==> src/vertex_rotate_scale_transform_top_assert.svh <==
`ifndef VERTEX_ROTATE_SCALE_TRANSFORM_TOP_ASSERT_SVH
`define VERTEX_ROTATE_SCALE_TRANSFORM_TOP_ASSERT_SVH

// condition and consequence checked at the same clock edge
`define VRST_ASSERT_NOW(label, clk, rst_n, ante, cons, msg) \
	label: assert property (@(posedge clk) disable iff (!rst_n) (ante) |-> (cons)) \
		else $error(msg);

// consequence checked in the clock cycle after the condition
`define VRST_ASSERT_NEXT(label, clk, rst_n, ante, cons, msg) \
	label: assert property (@(posedge clk) disable iff (!rst_n) (ante) |=> (cons)) \
		else $error(msg);

`endif

==> src/vrst_pkg.sv <==
`default_nettype none

package vrst_pkg;

	localparam int COMPONENT_WIDTH = 32;
	localparam int CORDIC_STEPS = 16;

	localparam int CW = COMPONENT_WIDTH;
	localparam int KW = 32;               // scale factor, Q16.16
	localparam int PW = CW + KW;          // full product
	localparam int AW = 16;               // angle, Q2.13
	localparam int CS_W = 17;             // cos/sin, 15 fraction bits, 1.0 exact
	localparam int ZW = 34;               // CORDIC datapath
	localparam int STEP_W = $clog2(CORDIC_STEPS + 1);
	localparam int DW = 32;               // APB data
	localparam int ADDR_W = 4;
	localparam int IDX_W = ADDR_W - 2;

	localparam int RND_ROT = 15;
	localparam int RND_SCL = 16;
	localparam int CS_FRAC_SH = 15;

	localparam logic [IDX_W-1:0] REG_MODE = 2'd0;
	localparam logic [IDX_W-1:0] REG_ANGLE = 2'd1;
	localparam logic [IDX_W-1:0] REG_SCALE = 2'd2;

	localparam logic [2:0] MODE_ZERO = 3'd0;
	localparam logic [2:0] MODE_ROT_X = 3'd1;
	localparam logic [2:0] MODE_ROT_Y = 3'd2;
	localparam logic [2:0] MODE_ROT_Z = 3'd3;
	localparam logic [2:0] MODE_SCALE = 3'd4;

	localparam logic signed [KW-1:0] SCALE_RESET = 32'sd65536;

	// angles at 29 fraction bits
	localparam logic signed [ZW-1:0] ANG_PI = 34'sd1686629713;
	localparam logic signed [ZW-1:0] ANG_HALF_PI = 34'sd843314857;
	localparam logic signed [ZW-1:0] CORDIC_GAIN = 34'sd652032874;
	localparam logic signed [ZW-1:0] RND_CS = 34'sd16384;

	localparam logic signed [CS_W-1:0] CS_MAX = 17'sd32768;
	localparam logic signed [CS_W-1:0] CS_MIN = -17'sd32768;

	localparam logic signed [PW:0] SAT_HI = (PW+1)'({(CW-1){1'b1}});
	localparam logic signed [PW:0] SAT_LO = ~SAT_HI;
	localparam logic signed [PW:0] HALF_ROT = (PW+1)'(1) <<< (RND_ROT - 1);
	localparam logic signed [PW:0] HALF_SCL = (PW+1)'(1) <<< (RND_SCL - 1);

	typedef enum logic [1:0] {
		CS_IDLE,
		CS_LOAD,
		CS_RUN,
		CS_FIN
	} cordic_state_t;

	typedef struct packed {
		logic signed [CW-1:0] x_in;
		logic signed [CW-1:0] y_in;
		logic signed [CW-1:0] z_in;
		logic signed [CW-1:0] w_in;
	} vec_in_t;

	typedef struct packed {
		logic signed [CW-1:0] x_out;
		logic signed [CW-1:0] y_out;
		logic signed [CW-1:0] z_out;
		logic signed [CW-1:0] w_out;
	} vec_out_t;

	typedef struct packed {
		logic [2:0]             mode;
		logic signed [AW-1:0]   angle;
		logic signed [KW-1:0]   scale;
		logic                   angle_upd;
	} cfg_t;

	typedef struct packed {
		logic signed [CS_W-1:0] cos;
		logic signed [CS_W-1:0] sin;
	} trig_t;

	typedef struct packed {
		logic [2:0]           mode;
		logic signed [PW-1:0] m0;
		logic signed [PW-1:0] m1;
		logic signed [PW-1:0] m2;
		logic signed [PW-1:0] m3;
		vec_in_t              pass;
	} prod_t;

	// arctan(2^-i) at 29 fraction bits
	function automatic logic signed [ZW-1:0] atan_step(input logic [4:0] i);
		logic signed [ZW-1:0] r;
		case (i)
			5'd0: r = 34'sd421657428;
			5'd1: r = 34'sd248918915;
			5'd2: r = 34'sd131521918;
			5'd3: r = 34'sd66762579;
			5'd4: r = 34'sd33510843;
			5'd5: r = 34'sd16771758;
			5'd6: r = 34'sd8387925;
			5'd7: r = 34'sd4194219;
			5'd8: r = 34'sd2097141;
			5'd9: r = 34'sd1048575;
			5'd10: r = 34'sd524288;
			5'd11: r = 34'sd262144;
			5'd12: r = 34'sd131072;
			5'd13: r = 34'sd65536;
			5'd14: r = 34'sd32768;
			5'd15: r = 34'sd16384;
			5'd16: r = 34'sd8192;
			5'd17: r = 34'sd4096;
			5'd18: r = 34'sd2048;
			5'd19: r = 34'sd1024;
			5'd20: r = 34'sd512;
			5'd21: r = 34'sd256;
			5'd22: r = 34'sd128;
			5'd23: r = 34'sd64;
			default: r = '0;
		endcase
		return r;
	endfunction

	function automatic logic signed [CS_W-1:0] sat_cs(input logic signed [ZW-1:0] v);
		logic signed [CS_W-1:0] r;
		if (v > CS_MAX) begin
			r = CS_MAX;
		end else if (v < CS_MIN) begin
			r = CS_MIN;
		end else begin
			r = CS_W'(v);
		end
		return r;
	endfunction

	// round half up by dropping sh bits, then clamp to the component range
	function automatic logic signed [CW-1:0] round_sat(input logic signed [PW:0] v,
			input logic signed [PW:0] half, input int unsigned sh);
		logic signed [PW:0] t;
		logic signed [CW-1:0] r;
		t = (v + half) >>> sh;
		if (t > SAT_HI) begin
			r = CW'(SAT_HI);
		end else if (t < SAT_LO) begin
			r = CW'(SAT_LO);
		end else begin
			r = CW'(t);
		end
		return r;
	endfunction

endpackage

`default_nettype wire

==> src/vrst_cordic.sv <==
`default_nettype none
`include "vertex_rotate_scale_transform_top_assert.svh"

module vrst_cordic (
	input  logic            clk,
	input  logic            arst_n,
	input  vrst_pkg::cfg_t  cfg,
	output vrst_pkg::trig_t trig,
	output logic            busy
);
	import vrst_pkg::*;

	cordic_state_t        st_q, st_d;
	logic [STEP_W-1:0]    step_q;
	logic signed [ZW-1:0] x_q, y_q, z_q;
	logic                 flip_q;
	trig_t                trig_q;

	logic                 ld, it, fin;
	logic signed [ZW-1:0] z0, z_red, dx, dy, xr, yr, xf, yf;
	logic                 flip0;

	// an angle write restarts the run from any state
	always_comb begin
		st_d = st_q;
		case (st_q)
			CS_IDLE: if (cfg.angle_upd) st_d = CS_LOAD;
			CS_LOAD: st_d = CS_RUN;
			CS_RUN: if (step_q == STEP_W'(CORDIC_STEPS - 1)) st_d = CS_FIN;
			CS_FIN: st_d = CS_IDLE;
			default: st_d = CS_IDLE;
		endcase
		if (cfg.angle_upd) st_d = CS_LOAD;
	end

	always_comb begin
		ld = 1'b0;
		it = 1'b0;
		fin = 1'b0;
		busy = 1'b1;
		case (st_q)
			CS_IDLE: busy = 1'b0;
			CS_LOAD: ld = 1'b1;
			CS_RUN: it = 1'b1;
			CS_FIN: fin = 1'b1;
			default: busy = 1'b0;
		endcase
	end

	// bring the angle into +-pi/2, remember to negate the result
	always_comb begin
		z0 = ZW'(cfg.angle) <<< 16;
		z_red = z0;
		flip0 = 1'b0;
		if (z0 > ANG_HALF_PI) begin
			z_red = z0 - ANG_PI;
			flip0 = 1'b1;
		end else if (z0 < -ANG_HALF_PI) begin
			z_red = z0 + ANG_PI;
			flip0 = 1'b1;
		end
	end

	assign dx = y_q >>> step_q;
	assign dy = x_q >>> step_q;

	assign xr = (x_q + RND_CS) >>> CS_FRAC_SH;
	assign yr = (y_q + RND_CS) >>> CS_FRAC_SH;
	assign xf = flip_q ? -xr : xr;
	assign yf = flip_q ? -yr : yr;

	// reset starts a run from the reset angle
	always_ff @(posedge clk or negedge arst_n) begin
		if (!arst_n) begin
			st_q <= CS_LOAD;
			step_q <= '0;
		end else begin
			st_q <= st_d;
			if (ld) begin
				step_q <= '0;
			end else if (it) begin
				step_q <= step_q + 1'b1;
			end
		end
	end

	always_ff @(posedge clk) begin
		if (ld) begin
			x_q <= CORDIC_GAIN;
			y_q <= '0;
			z_q <= z_red;
			flip_q <= flip0;
		end else if (it) begin
			if (!z_q[ZW-1]) begin
				x_q <= x_q - dx;
				y_q <= y_q + dy;
				z_q <= z_q - atan_step(5'(step_q));
			end else begin
				x_q <= x_q + dx;
				y_q <= y_q - dy;
				z_q <= z_q + atan_step(5'(step_q));
			end
		end
		if (fin) begin
			trig_q.cos <= sat_cs(xf);
			trig_q.sin <= sat_cs(yf);
		end
	end

	assign trig = trig_q;

	`VRST_ASSERT_NEXT(a_upd_busy, clk, arst_n, cfg.angle_upd, busy,
		"angle update did not start a run")
	`VRST_ASSERT_NOW(a_trig_range, clk, arst_n, !busy,
		(trig_q.cos <= CS_MAX) && (trig_q.cos >= CS_MIN) &&
		(trig_q.sin <= CS_MAX) && (trig_q.sin >= CS_MIN),
		"sine or cosine out of range")
	`VRST_ASSERT_NOW(a_step_bound, clk, arst_n, st_q == CS_RUN,
		step_q < STEP_W'(CORDIC_STEPS), "iteration count overran")

endmodule

`default_nettype wire

==> config.mk <==
export PLATFORM = sky130hd
export DESIGN_NAME = vrst_cordic
export DESIGN_NICKNAME = d
export VERILOG_FILES = /design/src/vrst_pkg.sv /design/src/vrst_cordic.sv
export VERILOG_INCLUDE_DIRS = /design/src /design/src/src
export SDC_FILE = /design/constraint.sdc
export NUM_CORES = 1
export LEC_CHECK = 0
export BUFFER_PORTS_ARGS = -buffer_cell sky130_fd_sc_hd__buf_2
export CORE_MARGIN = 5
export CORE_UTILIZATION = 45
export DETAILED_ROUTE_END_ITERATION = 7
export SLEW_MARGIN = 20
export SYNTH_ARGS = -nofsm -noshare
export SYNTH_HDL_FRONTEND = slang
export SYNTH_SLANG_ARGS = --single-unit
==> constraint.sdc <==
create_clock -name clk -period 6.2 [get_ports clk]
set_input_delay 0.93 -clock clk [delete_from_list [all_inputs] [get_ports clk]]
set_output_delay 0.93 -clock clk [all_outputs]
set_load 0.005 [all_outputs]
==> results.ini, run 1 <==
[hold_path]
min_path_type=primary input to async pin

[logic_synthesis]
synthTopCellsByArea=edfxtp_1, mux4_2, ha_1, xnor2_1, dfxtp_1
synth-async-reset-ratio=0.0486
synthTopCellsByCount=nor2_1, nand2_1, a21oi_1, xnor2_1, o21ai_0
synth_top_area_share=0.100
synthesis.nets=2725
synth_edf_count=69
synth.ff_latch_count=144
yosys_warnings=0
netlist_area_mm2=0.0207
syn_avg_cell_area_um2=8.12
synth_flop_cell=edfxtp_1
yosysMostFrequentCell=nor2_1
synth_seq_area_share=0.175
synth_top_cell_by_area=edfxtp_1
ys_types=101
synth_cells=2544

[status]
status=completed

[floorplan]
fp.dieW_um=224
fp.dieArea_mm2=0.0503
ios=89
rows=78
die_h_um=224
initial_core_util=0.455
core-area_mm2=0.0454

[detailed_routing]
drc=0
drt_iter0_drc=1846
wl_um=76700
routedWlPerCell_um=22.5
num_vias=21237
vias_per_cell=6.24
firstDrtPassIters=6
drtAntennaViolNets=0

[setup_path]
cp-end-kind=flop
cp.arrival_ns=6.42
r2r_start=step_q[0]$_DFFE_PN0P_
cp-start-kind=flop
worstRegToRegCells=27
cp.required_ns=6.61
path_max_fanout=5
regToRegSetupSlack_ns=0.20
critPathKind=flop to flop
timing.rr.end=y_q[33]$_SDFFE_PP0P_
worstSetupStartpoint=step_q[0]$_DFFE_PN0P_
endpoint=y_q[33]$_SDFFE_PP0P_

[clock_network]
cts_buffer_depth=2
h-tree-depth=4
cts_tree=yes
path_clk_slew_ns=0.07
worstSkewPairLatency_ns=0.50
cts_buffers=17
cts-root-buf=clkbuf_16
numClockSinks=144

[layout]
drive_gt1_frac=0.225
register_area_mm2=0.00363
area_growth_pct=18.8
nFillCells=4291
antenna_cells=0
multiInputGateArea_mm2=0.0161
nNetsFinal=2974

[sta]
fin_crit_sh=0.968
fin_crit_ns=6.00
worstMarginPinSlew_ns=1.01
final_hold_viol_count=0
setup_slack_ns=0.198
max_freq_mhz=167
finalClockSkew_ns=0.0152
slew_violations=0
finalSetupViolations=0
slew_headroom=0.320

[run]
cap_violations=0

[grt]
grt_max_degree=85
grt_usage=0.296
grt-ovfl-total=0
grt_pass1_vias=20203
antenna_found_initial=3
grt_pass1_wl_um=117000

[place]
port_buffers=53
hpwl_um=59900
dp_worst_setup_slack_ns=-0.0432
gp_congestion=1.02

==> stage by stage <==
step	TNS [ns]	hold WS, ns	std cells	utilization	cell area (um^2)
2_1_floorplan	0	0.481	2544	-	20700
6_report	0	0.282	3406	0.541	24500
3_3_place_gp	0	0.502	3362	0.519	23600
3_5_place_dp	-0.0652	0.503	3362	0.519	23600
5_1_grt	-0.0130	0.272	3406	0.541	24500
4_1_cts	0	0.248	3396	0.535	24300
==> metal layers <==
metal  vias up  routed length [um]  global-route usage
met5         -                  22                   0
met4         4                3080               0.119
met3       131                4630              0.0377
met2       749               37400               0.511
met1     10298               31600               0.377
li1      10055                   -                   -
==> state kept, by name, indices dropped and copies added (netlist names) <==
register / flops
z_q: 34
st_q: 2
step_q: 5
y_q: 34
flip_q: 1
trig: 34
x_q: 34
==> worst min path at each step <==
stage                              startpoint                    end  slack, ns  cells past startpoint
after floorplan           y_q[0]$_SDFFE_PP0P_    y_q[0]$_SDFFE_PP0P_       0.48                      2
after global placement    y_q[0]$_SDFFE_PP0P_    y_q[0]$_SDFFE_PP0P_       0.50                      2
after detailed placement  y_q[0]$_SDFFE_PP0P_    y_q[0]$_SDFFE_PP0P_       0.50                      2
after CTS                              arst_n  step_q[1]$_DFFE_PN0P_       0.25                      1
after global routing                   arst_n  step_q[1]$_DFFE_PN0P_       0.27                      1
final                                  arst_n  step_q[1]$_DFFE_PN0P_       0.28                      1
==> cells by family after synthesis <==
group	after synthesis	share of synthesized area
and+or+nand+nor	812	0.194
AOI/OAI and AO/OA	760	0.246
buffers and inverters	255	0.0527
xor gates and xnor gates	245	0.104
muxes	201	0.151
DFF	144	0.175
adders and majority gates	127	0.0780
==> timing repair <==
item                                    in CTS  in global routing
gates cloned                                 0                  0
endpoints found under the hold margin        0                  0
hold buffers                                 0                  0
pin swaps                                    1                  9
gates resized for setup                      3                 37
setup buffers                                2                 10
endpoints found under the setup margin       3                 11
==> layout make-up <==
class,instances,area share
clock inverter,11,0.00847
inverter,79,0.0121
multi-input combinational,2145,0.657
clock buffer,21,0.0192
timing repair buffer,406,0.124
sequential,144,0.148
tap,600,0.0306
==> critical path: stages (launching register included) <==
cell and delay (ns):
dfrtp_4 0.55, buf_12 0.17, buf_4 0.14, mux4_2 0.45, a22oi_1 0.23, nand3_1 0.11
a311o_1 0.43, inv_1 0.09, ha_1 0.17, inv_1 0.08, nor4_4 0.34, nand4_1 0.14
buf_4 0.18, nor2_1 0.13, and3_1 0.21, nor2_1 0.06, xnor2_1 0.20, ha_1 0.28
a21o_1 0.18, a21o_1 0.18, a21oi_1 0.14, nor2b_1 0.07, o2bb2ai_1 0.15, o31ai_2 0.29
o21ai_1 0.16, a2bb2oi_1 0.16, or4_1 0.47, a21oi_1 0.17
==> layout by cell type (no fill, tap or decap), types with 57 or more instances in the layout <==
cell type / instances
mux2i_1: 88
a21o_1: 57
ha_1: 121
xnor2_1: 159
nand2_1: 183
o21ai_0: 147
mux4_2: 85
edfxtp_1: 69
inv_1: 74
a21oi_1: 173
buf_4: 340
xor2_1: 86
dfxtp_1: 68
nor2_1: 248
Power of run 1 is not shown: default switching activity piles up to over one toggle a cycle in this logic, so the estimate is an artifact.
==> inputs of run 2 (changes only) <==
--- a/config.mk
+++ b/config.mk
@@ -7,7 +7,8 @@
 export NUM_CORES = 1
 export LEC_CHECK = 0
 export BUFFER_PORTS_ARGS = -buffer_cell sky130_fd_sc_hd__buf_2
-export CORE_MARGIN = 5
+export CAP_MARGIN = 20
+export CORE_MARGIN = 10
 export CORE_UTILIZATION = 45
 export DETAILED_ROUTE_END_ITERATION = 7
 export SLEW_MARGIN = 20
==> results.ini, run 2 (synthesized netlist as in run 1, its figures left out) <==
[place]
gp_congestion=1.03
dp_worst_setup_slack_ns=-0.330
hpwl_um=58600
port_buffers=53
placed_cells=3368

[layout]
final_util=0.537
stdcell_count=3410
area_growth_pct=18.0
nFillCells=4251
drive_gt1_frac=0.226
mostFrequentLayoutCells=buf_4, nor2_1, nand2_1
nNetsFinal=2978
antenna_cells=0
final_common_cell=buf_4

[sta]
holdWs_ns=0.280
slew_headroom=0.237
worstMarginPinSlew_ns=1.14
finalSetupViolations=0
fin_crit_sh=0.981
rsz0062_at_grt=yes
finalClockSkew_ns=0.0169
slew_violations=0
final_hold_viol_count=0
max_freq_mhz=164
setup_slack_ns=0.115
fin_crit_ns=6.08

[floorplan]
core-area_mm2=0.0454
ios=89
fp.dieW_um=234
die_h_um=234
initial_core_util=0.455
fp.dieArea_mm2=0.0549
rows=78

[detailed_routing]
vias_per_cell=6.17
wl_met2_um=36200
routedWlPerCell_um=21.9
drc=0
met3WireLength_um=4480
num_vias=21029
wl_met1_um=31100
wl_um=74500
drt_iter0_drc=1659
route.top_layer_used=met4
firstDrtPassIters=6
drtAntennaViolNets=0

[grt]
antenna_found_initial=1
grt_max_degree=85
grt_pass1_wl_um=114000
grt_usage=0.268
grt_pass1_vias=20066
grt-ovfl-total=0

[run]
cap_violations=0

[status]
status=completed

[setup_path]
cp_slowest_stage_delay_ns=0.57
cpMostUsedCell=buf_4
cp-start-kind=flop
cp-end-kind=flop
crit_buf_inv=6
critPathKind=flop to flop
crit_family=simple AND/OR/NAND/NOR gates
path_max_fanout=5
cp.required_ns=6.61
cp.arrival_ns=6.50
slowest_stage=dfrtp_4

[clock_network]
cts_buffer_depth=2
cts-root-buf=clkbuf_16
path_clk_slew_ns=0.06
cts_buffers=17
cts_tree=yes
h-tree-depth=4
numClockSinks=144
worstSkewPairLatency_ns=0.50
hold_buffers=0

[hold_path]
min_path_type=primary input to async pin

[run 2: cell count changes in the layout (fill, tap and decap cells not counted), sizes merged]
| cell | change |
|---|---|
| clkbuf | -5 |
| buf | +5 |
| inv | +2 |
| clkinv | +2 |
| bufinv | -4 |
| clkinvlp | +4 |
[run 2: final cells by class]
| class | count | area [um^2] | area share |
|---|---|---|---|
| sequential | 144 | 3620 | 0.149 |
| timing repair buffer | 410 | 3040 | 0.125 |
| inverter | 79 | 299 | 0.0123 |
| clock inverter | 15 | 145 | 0.00595 |
| multi-input combinational | 2145 | 16100 | 0.660 |
| tap | 600 | 751 | 0.0308 |
| clock buffer | 17 | 425 | 0.0175 |
[run 2: routing by layer]
metal / up-vias / GRT usage
li1: 10062 / -
met1: 10143 / 0.331
met5: - / 0
met4: 0 / 0.111
met2: 707 / 0.462
met3: 117 / 0.0383
[run 2: path summary, 6_finish.rpt]
check,to,cells after the start,from,slack [ns]
setup reg to reg,y_q[33]$_SDFFE_PP0P_,25,step_q[1]$_DFFE_PN0P_,0.12
hold / removal,step_q[1]$_DFFE_PN0P_,1,arst_n,0.28
setup / recovery,y_q[33]$_SDFFE_PP0P_,25,step_q[1]$_DFFE_PN0P_,0.12
hold reg to reg,y_q[0]$_SDFFE_PP0P_,2,y_q[0]$_SDFFE_PP0P_,0.51
max in group asynchronous,st_q[0]$_DFFE_PN1P_,1,arst_n,5.67
min in group clk,y_q[0]$_SDFFE_PP0P_,2,y_q[0]$_SDFFE_PP0P_,0.51
[run 2: through the flow]
stage	setup TNS, ns	instance area [um^2]
2_1_floorplan	0	20700
3_3_place_gp	-0.308	23600
3_5_place_dp	-0.416	23600
4_1_cts	0	24200
5_1_grt	-0.0829	24400
6_report	0	24400
[run 2: timing repair]
action,CTS,global route
endpoints found under the hold margin,0,0
pin swaps,0,6
setup endpoints to repair,4,17
gates resized for setup,5,27
setup buffers,3,7
[run 2: worst reg2reg max path: cells and delay by family, from the launching register on]
family	cells	cell delay, ns
AO/OA/AOI/OAI	7	1.42
XOR/XNOR	1	0.33
adder cells (fa/ha/maj)	2	0.49
buffers and inverters	6	0.79
flip-flops	1	0.57
multiplexers	1	0.48
AND/OR/NAND/NOR	8	1.95
Power of run 2 is left out for the same reason.
==> inputs of run 3 (changes only) <==
--- a/config.mk
+++ b/config.mk
@@ -10,6 +10,7 @@
 export CAP_MARGIN = 20
 export CORE_MARGIN = 10
 export CORE_UTILIZATION = 45
+export CTS_BUF_LIST = sky130_fd_sc_hd__clkbuf_8
 export DETAILED_ROUTE_END_ITERATION = 7
 export SLEW_MARGIN = 20
 export SYNTH_ARGS = -nofsm -noshare
==> results.ini, run 3 (synthesized netlist as in run 1, its figures left out) <==
[status]
status=completed

[place]
place_area_mm2=0.0236
hpwl_um=58600
gp_congestion=1.03
port_buffers=53

[sta]
holdWs_ns=0.201
fin_crit_ns=6.04
fin_crit_sh=0.974
max_freq_mhz=166
final_hold_viol_count=0
slew_violations=0
finalClockSkew_ns=0.0178
worstMarginPinSlew_ns=1.23
finalSetupViolations=0
slew_headroom=0.177

[layout]
drive_gt1_frac=0.228
finalInstanceArea_mm2=0.0242
area_growth_pct=17.2
nNetsFinal=2978
nFillCells=4278
final_common_cell=buf_4
mostFrequentLayoutCells=buf_4, nor2_1, nand2_1

[grt]
grt_max_degree=85
grt_pass1_vias=20053
antenna_found_initial=1
grt_usage=0.268
grt-ovfl-total=0
grt_pass1_wl_um=114000

[floorplan]
initial_core_util=0.455
rows=78
fp.dieW_um=234
fp.dieArea_mm2=0.0549
die_h_um=234
core-area_mm2=0.0454
ios=89

[detailed_routing]
drtAntennaViolNets=0
drt_iter0_drc=1761
num_vias=21074
firstDrtPassIters=5
routedWlPerCell_um=21.9
wl_um=74700
vias_per_cell=6.18
drc=0

[clock_network]
numClockSinks=144
cts-root-buf=clkbuf_8
hold_buffers=0
h-tree-depth=4
cts_buffer_depth=2
path_clk_slew_ns=0.09
cts_buffers=17
cts_tree=yes
worstSkewPairLatency_ns=0.57

[setup_path]
path_max_fanout=5
regToRegSetupSlack_ns=0.16
cp_slowest_stage_delay_ns=0.57
critPathKind=flop to flop
worstRegToRegCells=26
slowest_stage=dfrtp_4
r2r_start=step_q[1]$_DFFE_PN0P_
cp.arrival_ns=6.54
cp-start-kind=flop
cpMostUsedCell=buf_4
cp.required_ns=6.70
cp-end-kind=flop
timing.rr.end=y_q[33]$_SDFFE_PP0P_

[hold_path]
min_path_type=primary input to async pin

[run]
cap_violations=0

run 3: cell count changes in the layout (fill, tap and decap cells not counted), sizes merged:
cell / before / now
diode: 0 / 1
run 3: critical path: cells and delay by family (launching register included):
kind,cells,cell delay [ns]
buf+inv,7,0.95
compound gates,7,1.29
xor+xnor,1,0.33
fa+ha+maj,2,0.49
flops,1,0.57
simple gates,8,1.87
mux,1,0.48
run 3: worst max-delay path by stage:
stage,from,cells after the start,slack (ns),endpoint
global placement,step_q[1]$_DFFE_PN0P_,22,-0.31,y_q[33]$_SDFFE_PP0P_
CTS,step_q[0]$_DFFE_PN0P_,24,0.02,y_q[33]$_SDFFE_PP0P_
global route,step_q[1]$_DFFE_PN0P_,25,-0.02,x_q[33]$_SDFFE_PP0P_
finish,step_q[1]$_DFFE_PN0P_,26,0.16,y_q[33]$_SDFFE_PP0P_
floorplan,step_q[0]$_DFFE_PN0P_,23,0.30,z_q[32]$_DFFE_PP_
detailed placement,step_q[1]$_DFFE_PN0P_,22,-0.33,y_q[33]$_SDFFE_PP0P_
run 3: layer usage:
metal	vias up	global-route usage	wire length [um]
li1	10065	-	-
met1	10146	0.331	31200
met2	746	0.465	36300
met3	117	0.0395	4510
met4	0	0.100	2680
met5	-	0	0
run 3: final cells by class:
class,count,area [um^2],area share
inverters,79,299,0.0123
well taps,600,751,0.0310
diodes,1,2.50,0.000103
clock inverters,15,145,0.00599
multi-input cells,2145,16100,0.666
flip-flops and latches,144,3620,0.150
clock buffers,17,234,0.00966
repair buffers,410,3030,0.125
run 3: through the flow:
stage	utilization	setup WS [ns]	setup TNS, ns	cells
after floorplan	-	0.300	0	2544
after global placement	0.519	-0.308	-0.308	3368
after detailed placement	0.519	-0.330	-0.416	3368
after CTS	0.529	0.0191	0	3403
after global routing	0.534	-0.0233	-0.0274	3410
final	0.534	0.160	0	3411
run 3: repair_timing:
action	in CTS	in global routing
gates resized for setup	4	34
pin swaps	0	9
setup endpoints to repair	4	23
buffers inserted	3	7
Power of run 3 is left out for the same reason.
