--- src/vertex_rotate_scale_transform_top_assert.svh ---
`ifndef VERTEX_ROTATE_SCALE_TRANSFORM_TOP_ASSERT_SVH
`define VERTEX_ROTATE_SCALE_TRANSFORM_TOP_ASSERT_SVH

// condition and consequence checked at the same clock edge
`define VRST_ASSERT_NOW(label, clk, rst_n, ante, cons, msg) \
	label: assert property (@(posedge clk) disable iff (!rst_n) (ante) |-> (cons)) \
		else $error(msg);

// consequence checked in the clock cycle after the condition
`define VRST_ASSERT_NEXT(label, clk, rst_n, ante, cons, msg) \
	label: assert property (@(posedge clk) disable iff (!rst_n) (ante) |=> (cons)) \
		else $error(msg);

`endif

--- src/vrst_pkg.sv ---
`default_nettype none

package vrst_pkg;

	localparam int COMPONENT_WIDTH = 32;
	localparam int CORDIC_STEPS = 16;

	localparam int CW = COMPONENT_WIDTH;
	localparam int KW = 32;               // scale factor, Q16.16
	localparam int PW = CW + KW;          // full product
	localparam int AW = 16;               // angle, Q2.13
	localparam int CS_W = 17;             // cos/sin, 15 fraction bits, 1.0 exact
	localparam int ZW = 34;               // CORDIC datapath
	localparam int STEP_W = $clog2(CORDIC_STEPS + 1);
	localparam int DW = 32;               // APB data
	localparam int ADDR_W = 4;
	localparam int IDX_W = ADDR_W - 2;

	localparam int RND_ROT = 15;
	localparam int RND_SCL = 16;
	localparam int CS_FRAC_SH = 15;

	localparam logic [IDX_W-1:0] REG_MODE = 2'd0;
	localparam logic [IDX_W-1:0] REG_ANGLE = 2'd1;
	localparam logic [IDX_W-1:0] REG_SCALE = 2'd2;

	localparam logic [2:0] MODE_ZERO = 3'd0;
	localparam logic [2:0] MODE_ROT_X = 3'd1;
	localparam logic [2:0] MODE_ROT_Y = 3'd2;
	localparam logic [2:0] MODE_ROT_Z = 3'd3;
	localparam logic [2:0] MODE_SCALE = 3'd4;

	localparam logic signed [KW-1:0] SCALE_RESET = 32'sd65536;

	// angles at 29 fraction bits
	localparam logic signed [ZW-1:0] ANG_PI = 34'sd1686629713;
	localparam logic signed [ZW-1:0] ANG_HALF_PI = 34'sd843314857;
	localparam logic signed [ZW-1:0] CORDIC_GAIN = 34'sd652032874;
	localparam logic signed [ZW-1:0] RND_CS = 34'sd16384;

	localparam logic signed [CS_W-1:0] CS_MAX = 17'sd32768;
	localparam logic signed [CS_W-1:0] CS_MIN = -17'sd32768;

	localparam logic signed [PW:0] SAT_HI = (PW+1)'({(CW-1){1'b1}});
	localparam logic signed [PW:0] SAT_LO = ~SAT_HI;
	localparam logic signed [PW:0] HALF_ROT = (PW+1)'(1) <<< (RND_ROT - 1);
	localparam logic signed [PW:0] HALF_SCL = (PW+1)'(1) <<< (RND_SCL - 1);

	typedef enum logic [1:0] {
		CS_IDLE,
		CS_LOAD,
		CS_RUN,
		CS_FIN
	} cordic_state_t;

	typedef struct packed {
		logic signed [CW-1:0] x_in;
		logic signed [CW-1:0] y_in;
		logic signed [CW-1:0] z_in;
		logic signed [CW-1:0] w_in;
	} vec_in_t;

	typedef struct packed {
		logic signed [CW-1:0] x_out;
		logic signed [CW-1:0] y_out;
		logic signed [CW-1:0] z_out;
		logic signed [CW-1:0] w_out;
	} vec_out_t;

	typedef struct packed {
		logic [2:0]             mode;
		logic signed [AW-1:0]   angle;
		logic signed [KW-1:0]   scale;
		logic                   angle_upd;
	} cfg_t;

	typedef struct packed {
		logic signed [CS_W-1:0] cos;
		logic signed [CS_W-1:0] sin;
	} trig_t;

	typedef struct packed {
		logic [2:0]           mode;
		logic signed [PW-1:0] m0;
		logic signed [PW-1:0] m1;
		logic signed [PW-1:0] m2;
		logic signed [PW-1:0] m3;
		vec_in_t              pass;
	} prod_t;

	// arctan(2^-i) at 29 fraction bits
	function automatic logic signed [ZW-1:0] atan_step(input logic [4:0] i);
		logic signed [ZW-1:0] r;
		case (i)
			5'd0: r = 34'sd421657428;
			5'd1: r = 34'sd248918915;
			5'd2: r = 34'sd131521918;
			5'd3: r = 34'sd66762579;
			5'd4: r = 34'sd33510843;
			5'd5: r = 34'sd16771758;
			5'd6: r = 34'sd8387925;
			5'd7: r = 34'sd4194219;
			5'd8: r = 34'sd2097141;
			5'd9: r = 34'sd1048575;
			5'd10: r = 34'sd524288;
			5'd11: r = 34'sd262144;
			5'd12: r = 34'sd131072;
			5'd13: r = 34'sd65536;
			5'd14: r = 34'sd32768;
			5'd15: r = 34'sd16384;
			5'd16: r = 34'sd8192;
			5'd17: r = 34'sd4096;
			5'd18: r = 34'sd2048;
			5'd19: r = 34'sd1024;
			5'd20: r = 34'sd512;
			5'd21: r = 34'sd256;
			5'd22: r = 34'sd128;
			5'd23: r = 34'sd64;
			default: r = '0;
		endcase
		return r;
	endfunction

	function automatic logic signed [CS_W-1:0] sat_cs(input logic signed [ZW-1:0] v);
		logic signed [CS_W-1:0] r;
		if (v > CS_MAX) begin
			r = CS_MAX;
		end else if (v < CS_MIN) begin
			r = CS_MIN;
		end else begin
			r = CS_W'(v);
		end
		return r;
	endfunction

	// round half up by dropping sh bits, then clamp to the component range
	function automatic logic signed [CW-1:0] round_sat(input logic signed [PW:0] v,
			input logic signed [PW:0] half, input int unsigned sh);
		logic signed [PW:0] t;
		logic signed [CW-1:0] r;
		t = (v + half) >>> sh;
		if (t > SAT_HI) begin
			r = CW'(SAT_HI);
		end else if (t < SAT_LO) begin
			r = CW'(SAT_LO);
		end else begin
			r = CW'(t);
		end
		return r;
	endfunction

endpackage

`default_nettype wire

--- src/vrst_cfg.sv ---
`default_nettype none

module vrst_cfg (
	input  logic                       clk,
	input  logic                       arst_n,
	input  logic                       psel,
	input  logic                       penable,
	input  logic                       pwrite,
	input  logic [vrst_pkg::ADDR_W-1:0] paddr,
	input  logic [vrst_pkg::DW-1:0]    pwdata,
	output logic [vrst_pkg::DW-1:0]    prdata,
	output logic                       pready,
	output vrst_pkg::cfg_t             cfg
);
	import vrst_pkg::*;

	logic [2:0]           mode_q;
	logic signed [AW-1:0] angle_q;
	logic signed [KW-1:0] scale_q;
	logic                 upd_q;
	logic                 wr;
	logic [IDX_W-1:0]     idx;

	assign pready = 1'b1;
	assign wr = psel & penable & pwrite;
	assign idx = paddr[ADDR_W-1:2];

	always_ff @(posedge clk or negedge arst_n) begin
		if (!arst_n) begin
			mode_q <= MODE_ZERO;
			angle_q <= '0;
			scale_q <= SCALE_RESET;
			upd_q <= 1'b0;
		end else begin
			upd_q <= wr && (idx == REG_ANGLE);
			if (wr) begin
				case (idx)
					REG_MODE: mode_q <= pwdata[2:0];
					REG_ANGLE: angle_q <= pwdata[AW-1:0];
					REG_SCALE: scale_q <= pwdata[KW-1:0];
					default: ;
				endcase
			end
		end
	end

	always_comb begin
		case (idx)
			REG_MODE: prdata = DW'(mode_q);
			REG_ANGLE: prdata = DW'(angle_q);
			REG_SCALE: prdata = DW'(scale_q);
			default: prdata = '0;
		endcase
	end

	assign cfg.mode = mode_q;
	assign cfg.angle = angle_q;
	assign cfg.scale = scale_q;
	assign cfg.angle_upd = upd_q;

endmodule

`default_nettype wire

--- config.mk ---
export PLATFORM = sky130hd
export DESIGN_NAME = vrst_cfg
export DESIGN_NICKNAME = d
export VERILOG_FILES = /design/src/vertex_rotate_scale_transform_top_assert.svh /design/src/vrst_pkg.sv /design/src/vrst_cfg.sv
export SDC_FILE = /design/constraint.sdc
export NUM_CORES = 1
export LEC_CHECK = 0
export ABC_AREA = 0
export BUFFER_PORTS_ARGS = -buffer_cell sky130_fd_sc_hd__buf_4
export CAP_MARGIN = 30
export CORE_ASPECT_RATIO = 0.9
export CORE_MARGIN = 10
export CORE_UTILIZATION = 44
export DETAILED_ROUTE_END_ITERATION = 10
export GPL_ROUTABILITY_DRIVEN = 0
export GPL_TIMING_DRIVEN = 0
export PLACE_DENSITY = 0.79
export SLEW_MARGIN = 20
export SYNTH_ARGS = -nofsm -noshare
export SYNTH_HDL_FRONTEND = slang
export SYNTH_SLANG_ARGS = --single-unit
--- constraint.sdc ---
create_clock -name clk -period 1.35 [get_ports clk]
set_clock_uncertainty 0.05 [all_clocks]
set_input_delay 0.0675 -clock clk [delete_from_list [all_inputs] [get_ports clk]]
set_output_delay 0.0675 -clock clk [all_outputs]
set_load 0.05 [all_outputs]
==> results.sh, run 1 <==
export IMPL_seq_area_frac_synth_pct=56.00
export IMPL_pin_count=126
export IMPL_crit_required_ns=1.23
export IMPL_cts_tree="built"
export IMPL_synth_area_um2=2326
export IMPL_finalSetupViolations=17
export IMPL_drt_pass1_iterations=4
export IMPL_area_growth_pct=74.93
export IMPL_antenna_cells=0
export IMPL_ys_ff_latch=52
export IMPL_relSlewSlack_pct=56.11
export IMPL_die_x_um=96.64
export IMPL_synth_compound_area_share_pct=10.65
export IMPL_p_per_area_nw_per_um2=1686
export IMPL_min_path_type="primary input to register"
export IMPL_wl_per_cell_um=19.62
export IMPL_placementRows=25
export IMPL_min_period_over_period_pct=109.2
export IMPL_failed_checks="setup timing"
export IMPL_worstSetupEndpointType="primary output"
export IMPL_clk_pin_slew_ns=0.09
export IMPL_routed_via_density=4.990
export IMPL_numCtsBuffers=5
export IMPL_period_needed_ns=1.474
export IMPL_synth_xor_area_share_pct=0
export IMPL_synthMuxAreaShare_pct=25.98
export IMPL_synth_fa_ha_area_share_pct=0
export IMPL_max_vdd_ir_drop_uv=845.6
export IMPL_die_h_um=88.98
export IMPL_rsz0062_at_grt="yes"
export IMPL_post_place_cells=351
export IMPL_synth_simple_area_share_pct=3.389
export IMPL_num_nets_final=372
export IMPL_layout_setup_ws_ns=-0.1241
export IMPL_clock_fmax_ghz=0.6784
export IMPL_drive_above_1_share_pct=68.37
export IMPL_synthDistinctLibCells=19
export IMPL_cp_max_fo=5
export IMPL_drt_iter0_markers=59
export IMPL_fin_cells=399
export IMPL_clkSinkCount=52
export IMPL_globalRouteTotalUtil_pct=17.23
export IMPL_first_global_vias=2254
export IMPL_synth_warnings=0
export IMPL_tightest_slew_ns=0.6583
export IMPL_critPathKind="register to primary output"
export IMPL_drt_total_wl_um=7830
export IMPL_initial_core_util_pct=44.80
export IMPL_start_kind="register"
export IMPL_final_seq_area_um2=1304
export IMPL_maxCapViolations=0
export IMPL_clockRootBuffer="clkbuf_8"
export IMPL_ctsLongestPathBuffers=2
export IMPL_postSynthAreaPerCell_um2=14.27
export IMPL_design_area_um2=4069
export IMPL_multi_input_area_um2=1066
export IMPL_core_area_um2=5192
export IMPL_vias=1991
export IMPL_postPlaceCellArea_um2=3371
export IMPL_drc=0
export IMPL_grt_pass1_wl_um=11990
export IMPL_hpwl_um=5222
export IMPL_status="finished, violations left"
export IMPL_drv_slew=0
export IMPL_arrival_ns=1.36
export IMPL_die_area_um2=8599
export IMPL_ant_nets=0
export IMPL_grt_max_degree=53
export IMPL_h_tree_depth=2
export IMPL_synthCells=163
export IMPL_synth_nets=204
export IMPL_p_leak_uw=0.002024
export IMPL_fillers=327
export IMPL_io_buffer_count=121
export IMPL_fin_setup_tns_ns=-1.660
export IMPL_hold_viol_final=0
export IMPL_worstSkewPairLatency_ns=0.30
export IMPL_antenna_found_initial=0
export IMPL_synth_top_family_by_area="multiplexers"
export IMPL_overflow=0
export IMPL_finalHoldWorstSlack_ns=0.1796
## worst paths after layout
kind                             startpoint  depth (start not counted)  slack (ns)     endpoint
worst max-delay path            angle_q[15]                          4       -0.12   prdata[23]
worst min-delay path               paddr[3]                          3        0.18        upd_q
worst max register to register  angle_q[15]                          2        0.41  angle_q[15]
worst min register to register   scale_q[5]                          1        0.48   scale_q[5]
max in group asynchronous            arst_n                          2        0.49  angle_q[15]
min in group asynchronous            arst_n                          2        0.29  scale_q[26]
## kinds of logic after synthesis
kind of cell / Yosys count
muxes: 54
buffers and inverters: 14
and+or+nand+nor: 10
other: 1
DFF: 52
AOI/OAI and AO/OA: 32
## worst max-delay path: stages (launching register included)
cell     delay, ns
dfrtp_2       0.41
and2_4        0.16
buf_6         0.14
a21o_4        0.20
buf_8         0.15
## layer usage
metal	GRT usage [%]	wire length [µm]
met2	32.04	4197
met1	18.40	3007
met5	0	0
met3	5.255	458
met4	5.890	166
## synth_stat cells
master,instances,area [µm²]
nand3_1,1,5.000
clkbuf_1,2,7.510
nor3b_4,2,37.54
dfrtp_1,51,1276
dfstp_2,1,26.28
mux2_1,3,33.78
o21ai_0,3,15.01
a22o_1,12,105.1
or3_1,1,6.260
mux2_2,48,540.5
nor2b_1,2,12.51
nand2_1,3,11.26
a21o_1,17,127.6
buf_4,6,45.04
conb_1,1,3.750
buf_6,1,11.26
buf_2,5,25.02
and2_1,1,6.260
mux2i_1,3,30.03
## through the flow
stage | power [µW] | worst slack [ns] | utilization (%)
floorplan | 4525 | -0.03263 | -
global route | 7140 | -0.1640 | 78.36
CTS | 6786 | -0.1102 | 76.53
detailed placement | 5651 | -0.2900 | 64.92
global placement | 5599 | -0.2811 | 64.92
finish | 6861 | -0.1241 | 78.36
## timing repair
item	in CTS	in global routing
pin swaps	0	1
resized for setup	38	20
cloned	1	0
endpoints found under the setup margin	30	39
endpoints found under the hold margin	102	0
buffers inserted	3	4
hold buffers	33	0
## flip-flops by register name, indices dropped and copies added, names as in the netlist
name / cells
upd_q: 1
scale_q: 32
angle_q: 16
mode_q: 3
## power by group
group	switching (µW)	leakage [µW]	internal, µW
sequential	310	0.000636	1920
combinational	2390	0.00134	1330
clock	492	0.0000455	419
total	3190	0.00202	3670
## area by class of cell
| type | instances | area share, % |
|---|---|---|
| multi-input combinational | 97 | 26.20 |
| clock buffer | 8 | 2.214 |
| sequential | 52 | 32.04 |
| timing repair buffer | 162 | 34.99 |
| buffer | 13 | 2.491 |
| tap | 67 | 2.060 |
## cell usage in the layout (no fill, tap or decap), drive strengths merged, types with 2 or more instances in the layout
cell type	count
mux2	51
a21o	17
clkbuf	10
nand2	3
buf	140
nor2b	2
mux2i	3
dlygate4sd3	33
a22o	12
o21ai	3
nor3b	2
dfrtp	51
(Power assumes the default switching activity.)
==> inputs of run 2 (changes only) <==
--- a/config.mk
+++ b/config.mk
@@ -9,12 +9,12 @@
 export BUFFER_PORTS_ARGS = -buffer_cell sky130_fd_sc_hd__buf_4
 export CAP_MARGIN = 30
 export CORE_ASPECT_RATIO = 0.9
-export CORE_MARGIN = 10
 export CORE_UTILIZATION = 44
 export DETAILED_ROUTE_END_ITERATION = 10
 export GPL_ROUTABILITY_DRIVEN = 0
 export GPL_TIMING_DRIVEN = 0
 export PLACE_DENSITY = 0.79
+export SKIP_CTS_REPAIR_TIMING = 1
 export SLEW_MARGIN = 20
 export SYNTH_ARGS = -nofsm -noshare
 export SYNTH_HDL_FRONTEND = slang
==> run 2 against run 1 <==
  * The run still ends with setup timing left
  * Sequential cell count stayed put
  * Global-route usage grew 4.3 points
  * Routed wire length shrank 17%
  * Power is 1.3% lower
  * Count of clock-buffer cells in the layout did not move
  * Register-to-register slack hardly changed
  * Combinational power decreased by 3%
  * Final cell count is 0.50% lower
  * Core utilization grew 2.1 points
  * Critical path type unchanged
  * Highest routed layer unchanged
==> results.sh, run 2 (same netlist as run 1, synthesis figures left out) <==
export IMPL_finalSetupViolations=27
export IMPL_drt_iter0_markers=46
export IMPL_vias=2012
export IMPL_die_x_um=78.64
export IMPL_worstSetupStartpoint="angle_q[15]"
export IMPL_min_path_type="primary input to register"
export IMPL_postPlaceCellArea_um2=3368
export IMPL_hold_viol_final=0
export IMPL_h_tree_depth=2
export IMPL_ant_nets=0
export IMPL_io_buffer_count=121
export IMPL_numCtsBuffers=5
export IMPL_p_leak_uw=0.002015
export IMPL_grt_max_degree=53
export IMPL_area_growth_pct=71.49
export IMPL_worstSetupEndpointType="primary output"
export IMPL_rr_startpoint="angle_q[2]"
export IMPL_hpwl_um=4354
export IMPL_critPathKind="register to primary output"
export IMPL_max_vdd_ir_drop_uv=1072
export IMPL_layout_common_cells="buf_4 (115), dfrtp_1 (50), mux2_2 (48)"
export IMPL_die_h_um=70.98
export IMPL_grt_pass1_wl_um=9190
export IMPL_cpMostUsedCell="buf_6"
export IMPL_die_area_um2=5581
export IMPL_num_nets_final=372
export IMPL_routed_via_density=5.068
export IMPL_largest_reg_flops=32
export IMPL_relSlewSlack_pct=56.88
export IMPL_ctsLongestPathBuffers=2
export IMPL_layout_setup_ws_ns=-0.2208
export IMPL_placementRows=24
export IMPL_clk_pin_slew_ns=0.09
export IMPL_cp_max_fo=10
export IMPL_rsz0062_at_grt="yes"
export IMPL_first_global_vias=1794
export IMPL_wl_per_cell_um=16.44
export IMPL_start_kind="register"
export IMPL_worstSkewPairLatency_ns=0.30
export IMPL_final_seq_area_um2=1304
export IMPL_power_uw=6774
export IMPL_cts_tree="built"
export IMPL_drv_slew=0
export IMPL_worstHoldStart="paddr[3]"
export IMPL_status="finished, violations left"
export IMPL_antenna_found_initial=0
export IMPL_period_needed_ns=1.571
export IMPL_clkSinkCount=52
export IMPL_final_common_cell="buf_4"
export IMPL_initial_core_util_pct=46.94
export IMPL_cp_slowest_cell="dfrtp_2"
export IMPL_crit_required_ns=1.23
export IMPL_min_period_over_period_pct=116.4
export IMPL_pin_count=126
export IMPL_multi_input_area_um2=1008
export IMPL_slowest_delay_ns=0.41
export IMPL_worstPathCellList="and2_4, buf_6, buf_8, a21o_2, buf_6"
export IMPL_p_per_area_nw_per_um2=1698
export IMPL_antenna_cells=0
export IMPL_largestRegisters="scale_q x32, angle_q x16, mode_q x3"
export IMPL_maxCapViolations=0
export IMPL_drc=0
export IMPL_clock_fmax_ghz=0.6366
export IMPL_place_ws_ns=-0.2745
export IMPL_drive_above_1_share_pct=68.37
export IMPL_overflow=0
export IMPL_arrival_ns=1.45
export IMPL_fillers=298
export IMPL_drt_total_wl_um=6525
export IMPL_failed_checks="setup timing"
export IMPL_design_area_um2=3989
export IMPL_largest_register="scale_q"
export IMPL_drt_pass1_iterations=4
export IMPL_clockRootBuffer="clkbuf_8"
export IMPL_core_area_um2=4955
export IMPL_tightest_slew_ns=0.6468
export IMPL_globalRouteTotalUtil_pct=21.56
-- run 2: changes by cell type in the layout (fill, tap and decap cells not counted) --
cell	change
clkbuf_8	+1
buf_12	+1
buf_4	+1
buf_2	+1
nor2b_4	-1
nor2b_1	+1
a21o_4	-8
buf_6	+4
a21o_2	+8
clkbuf_1	-1
buf_8	-7
clkbuf_2	+1
clkbuf_4	-1
-- run 2: final timing paths --
kind / slack, ns / end / cells after the start
setup / recovery: -0.22 / prdata[17] / 5
hold / removal: 0.15 / upd_q / 3
setup reg to reg: 0.40 / angle_q[2] / 2
hold reg to reg: 0.47 / scale_q[4] / 1
max in group asynchronous: 0.51 / angle_q[15] / 2
min in group asynchronous: 0.28 / scale_q[3] / 2
-- run 2: worst max-delay path, delay by kind of cell (launching register included) --
family,cells,cell delay [ns]
DFF,1,0.41
buffers and inverters,3,0.40
AOI/OAI and AO/OA,1,0.20
and+or+nand+nor,1,0.13
-- run 2: per-stage QoR --
stage / utilization, % / hold WS [ns] / cells / TNS [ns]
after floorplan: - / -0.2781 / 163 / -0.3436
after global placement: 67.98 / 0.08908 / 349 / -10.36
after detailed placement: 67.98 / 0.08019 / 349 / -12.30
after CTS: 70.00 / -0.2438 / 357 / -6.399
after global routing: 80.51 / 0.1675 / 397 / -5.453
final: 80.51 / 0.1533 / 397 / -4.133
-- run 2: final cells by class --
| type | count | share of cell area [%] |
|---|---|---|
| buffer | 14 | 2.698 |
| clock buffer | 8 | 2.509 |
| multi-input combinational | 97 | 25.28 |
| sequential | 52 | 32.69 |
| tap | 65 | 2.039 |
| timing repair buffer | 161 | 34.79 |
-- run 2: routing by layer --
| layer | track usage (%) | part of all wire, % |
|---|---|---|
| met3 | 3.871 | 3.8 |
| met5 | 0 | 0 |
| met1 | 29.26 | 40 |
| met2 | 35.65 | 54 |
| met4 | 5.967 | 1.7 |
-- run 2: where the power goes --
| part | internal, µW | switching [µW] |
|---|---|---|
| clock | 468 | 470 |
| combinational | 1280 | 2340 |
| sequential | 1920 | 294 |
| total | 3670 | 3100 |
==> inputs of run 3 (changes only) <==
--- a/config.mk
+++ b/config.mk
@@ -8,7 +8,7 @@
 export ABC_AREA = 0
 export BUFFER_PORTS_ARGS = -buffer_cell sky130_fd_sc_hd__buf_4
 export CAP_MARGIN = 30
-export CORE_ASPECT_RATIO = 0.9
+export CORE_MARGIN = 3
 export CORE_UTILIZATION = 44
 export DETAILED_ROUTE_END_ITERATION = 10
 export GPL_ROUTABILITY_DRIVEN = 0
==> run 3 against run 2 <==
  * The run still ends with setup timing left
  * First-iteration DRC count rose by 110%
  * Setup slack gained 0.0083 ns
  * Final cell count increased by 0.25%
  * Non-clock buffer count is 1 lower
  * Power shrank 0.65%
  * Core utilization up 0.92 points
  * Hold slack better by 0.0095 ns
  * Combinational power hardly changed
  * Die area grew 11%
  * Largest power group unchanged
==> results.sh, run 3 (same netlist as run 1, synthesis figures left out) <==
export IMPL_finalSetupViolations=27
export IMPL_globalRouteTotalUtil_pct=19.76
export IMPL_finalHoldWorstSlack_ns=0.1628
export IMPL_clk_pin_slew_ns=0.09
export IMPL_arrival_ns=1.45
export IMPL_tightest_slew_ns=0.6615
export IMPL_first_global_vias=1827
export IMPL_pin_count=126
export IMPL_grt_busiest_layer="met2"
export IMPL_cts_tree="built"
export IMPL_crit_required_ns=1.23
export IMPL_fin_setup_tns_ns=-3.941
export IMPL_clock_fmax_ghz=0.6400
export IMPL_final_common_cell="buf_4"
export IMPL_layout_setup_ws_ns=-0.2125
export IMPL_critPathKind="register to primary output"
export IMPL_grt_use_met2_pct=34.38
export IMPL_utilization_pct=81.43
export IMPL_hpwl_um=4548
export IMPL_antenna_found_initial=0
export IMPL_io_buffer_count=121
export IMPL_largest_reg_flops=32
export IMPL_vias=1975
export IMPL_antenna_cells=0
export IMPL_rsz0062_at_grt="yes"
export IMPL_die_x_um=78.71
export IMPL_period_needed_ns=1.563
export IMPL_clkSinkCount=52
export IMPL_hold_viol_final=0
export IMPL_clockRootBuffer="clkbuf_8"
export IMPL_p_int_uw=3621
export IMPL_largestRegisters="scale_q x32, angle_q x16, mode_q x3"
export IMPL_worstSetupStartpoint="angle_q[15]"
export IMPL_overflow=0
export IMPL_ctsLongestPathBuffers=2
export IMPL_worstSetupEndpointType="primary output"
export IMPL_max_vdd_ir_drop_uv=1130
export IMPL_use_met3_pct=3.401
export IMPL_failed_checks="setup timing"
export IMPL_r2r_cells=2
export IMPL_wl_per_cell_um=17.47
export IMPL_area_growth_pct=71.92
export IMPL_worstSkewPairLatency_ns=0.30
export IMPL_routed_via_density=4.962
export IMPL_grtUsageMet1_pct=24.93
export IMPL_relSlewSlack_pct=55.90
export IMPL_die_area_um2=6194
export IMPL_p_per_area_nw_per_um2=1683
export IMPL_drv_slew=0
export IMPL_swShare_pct=46.20
export IMPL_cp_max_fo=5
export IMPL_power_share_combinational_pct=53.8
export IMPL_placementRows=25
export IMPL_r2r_slack_ns=0.40
export IMPL_seqPwrFrac_pct=32.9
export IMPL_min_to="upd_q"
export IMPL_start_kind="register"
export IMPL_drt_total_wl_um=6952
export IMPL_layout_common_cells="buf_4 (114), dfrtp_1 (50), mux2_2 (48)"
export IMPL_drt_pass1_iterations=4
export IMPL_num_nets_final=371
export IMPL_rr_startpoint="mode_q[1]"
export IMPL_min_path_type="primary input to register"
export IMPL_drive_above_1_share_pct=67.98
export IMPL_drt_iter0_markers=98
export IMPL_die_h_um=78.71
export IMPL_min_period_over_period_pct=115.7
export IMPL_holdPathStages=3
export IMPL_ant_nets=0
export IMPL_worstHoldStart="paddr[3]"
export IMPL_core_area_um2=4911
export IMPL_numCtsBuffers=5
export IMPL_drc=0
export IMPL_initial_core_util_pct=47.36
export IMPL_maxCapViolations=0
export IMPL_reg2reg_to="mode_q[1]"
export IMPL_p_leak_uw=0.002010
export IMPL_largest_register="scale_q"
export IMPL_pwr_share_clk_pct=13.3
export IMPL_h_tree_depth=2
export IMPL_grt_pass1_wl_um=9522
export IMPL_grt_max_degree=53
export IMPL_status="finished, violations left"
export IMPL_p_sw_uw=3109
export IMPL_power_uw=6730
==> run 3: critical path, cell delays in order, from the launching register on <==
cell and delay, ns:
dfrtp_2 0.41, and2_4 0.14, buf_6 0.13, clkbuf_16 0.15
a21o_2 0.19, buf_6 0.15
==> run 3: how the worst max path moves through the flow <==
| stage | endpoint | slack (ns) | cells after the start |
|---|---|---|---|
| after floorplan | prdata[15] | -0.03 | 4 |
| after global placement | angle_q[3] | -0.26 | 5 |
| after detailed placement | angle_q[2] | -0.32 | 5 |
| after CTS | prdata[17] | -0.36 | 5 |
| after global routing | prdata[30] | -0.26 | 5 |
| final | prdata[30] | -0.21 | 5 |
==> run 3: per-layer routing <==
metal | wire, µm | vias to the layer above
li1 | - | 921
met1 | 2634 | 991
met3 | 308 | 7
met5 | 0 | -
met4 | 89 | 0
met2 | 3920 | 56
==> run 3: power by group through the flow <==
stage | sequential (µW) | combinational (µW) | clock (µW)
after CTS | 2200 | 3380 | 921
after floorplan | 3450 | 1070 | 0
final | 2220 | 3620 | 895
after detailed placement | 2240 | 3380 | 0
after global placement | 2220 | 3350 | 0
after global routing | 2280 | 3740 | 981
==> run 3: final cells by class <==
cell class	count	area, µm²
repair buffers	160	1393
flip-flops and latches	52	1304
multi-input cells	97	1021
fillers	309	912.1
plain buffers	14	107.6
clock buffers	8	90.09
well taps	67	83.83
==> run 3: through the flow <==
step                      setup WS (ns)  cells  cell area, µm²
after floorplan                -0.03263    163            2379
after global placement          -0.2641    351            3371
after detailed placement        -0.3167    351            3371
after CTS                       -0.3570    359            3461
after global routing            -0.2564    398            3999
final                           -0.2125    398            3999
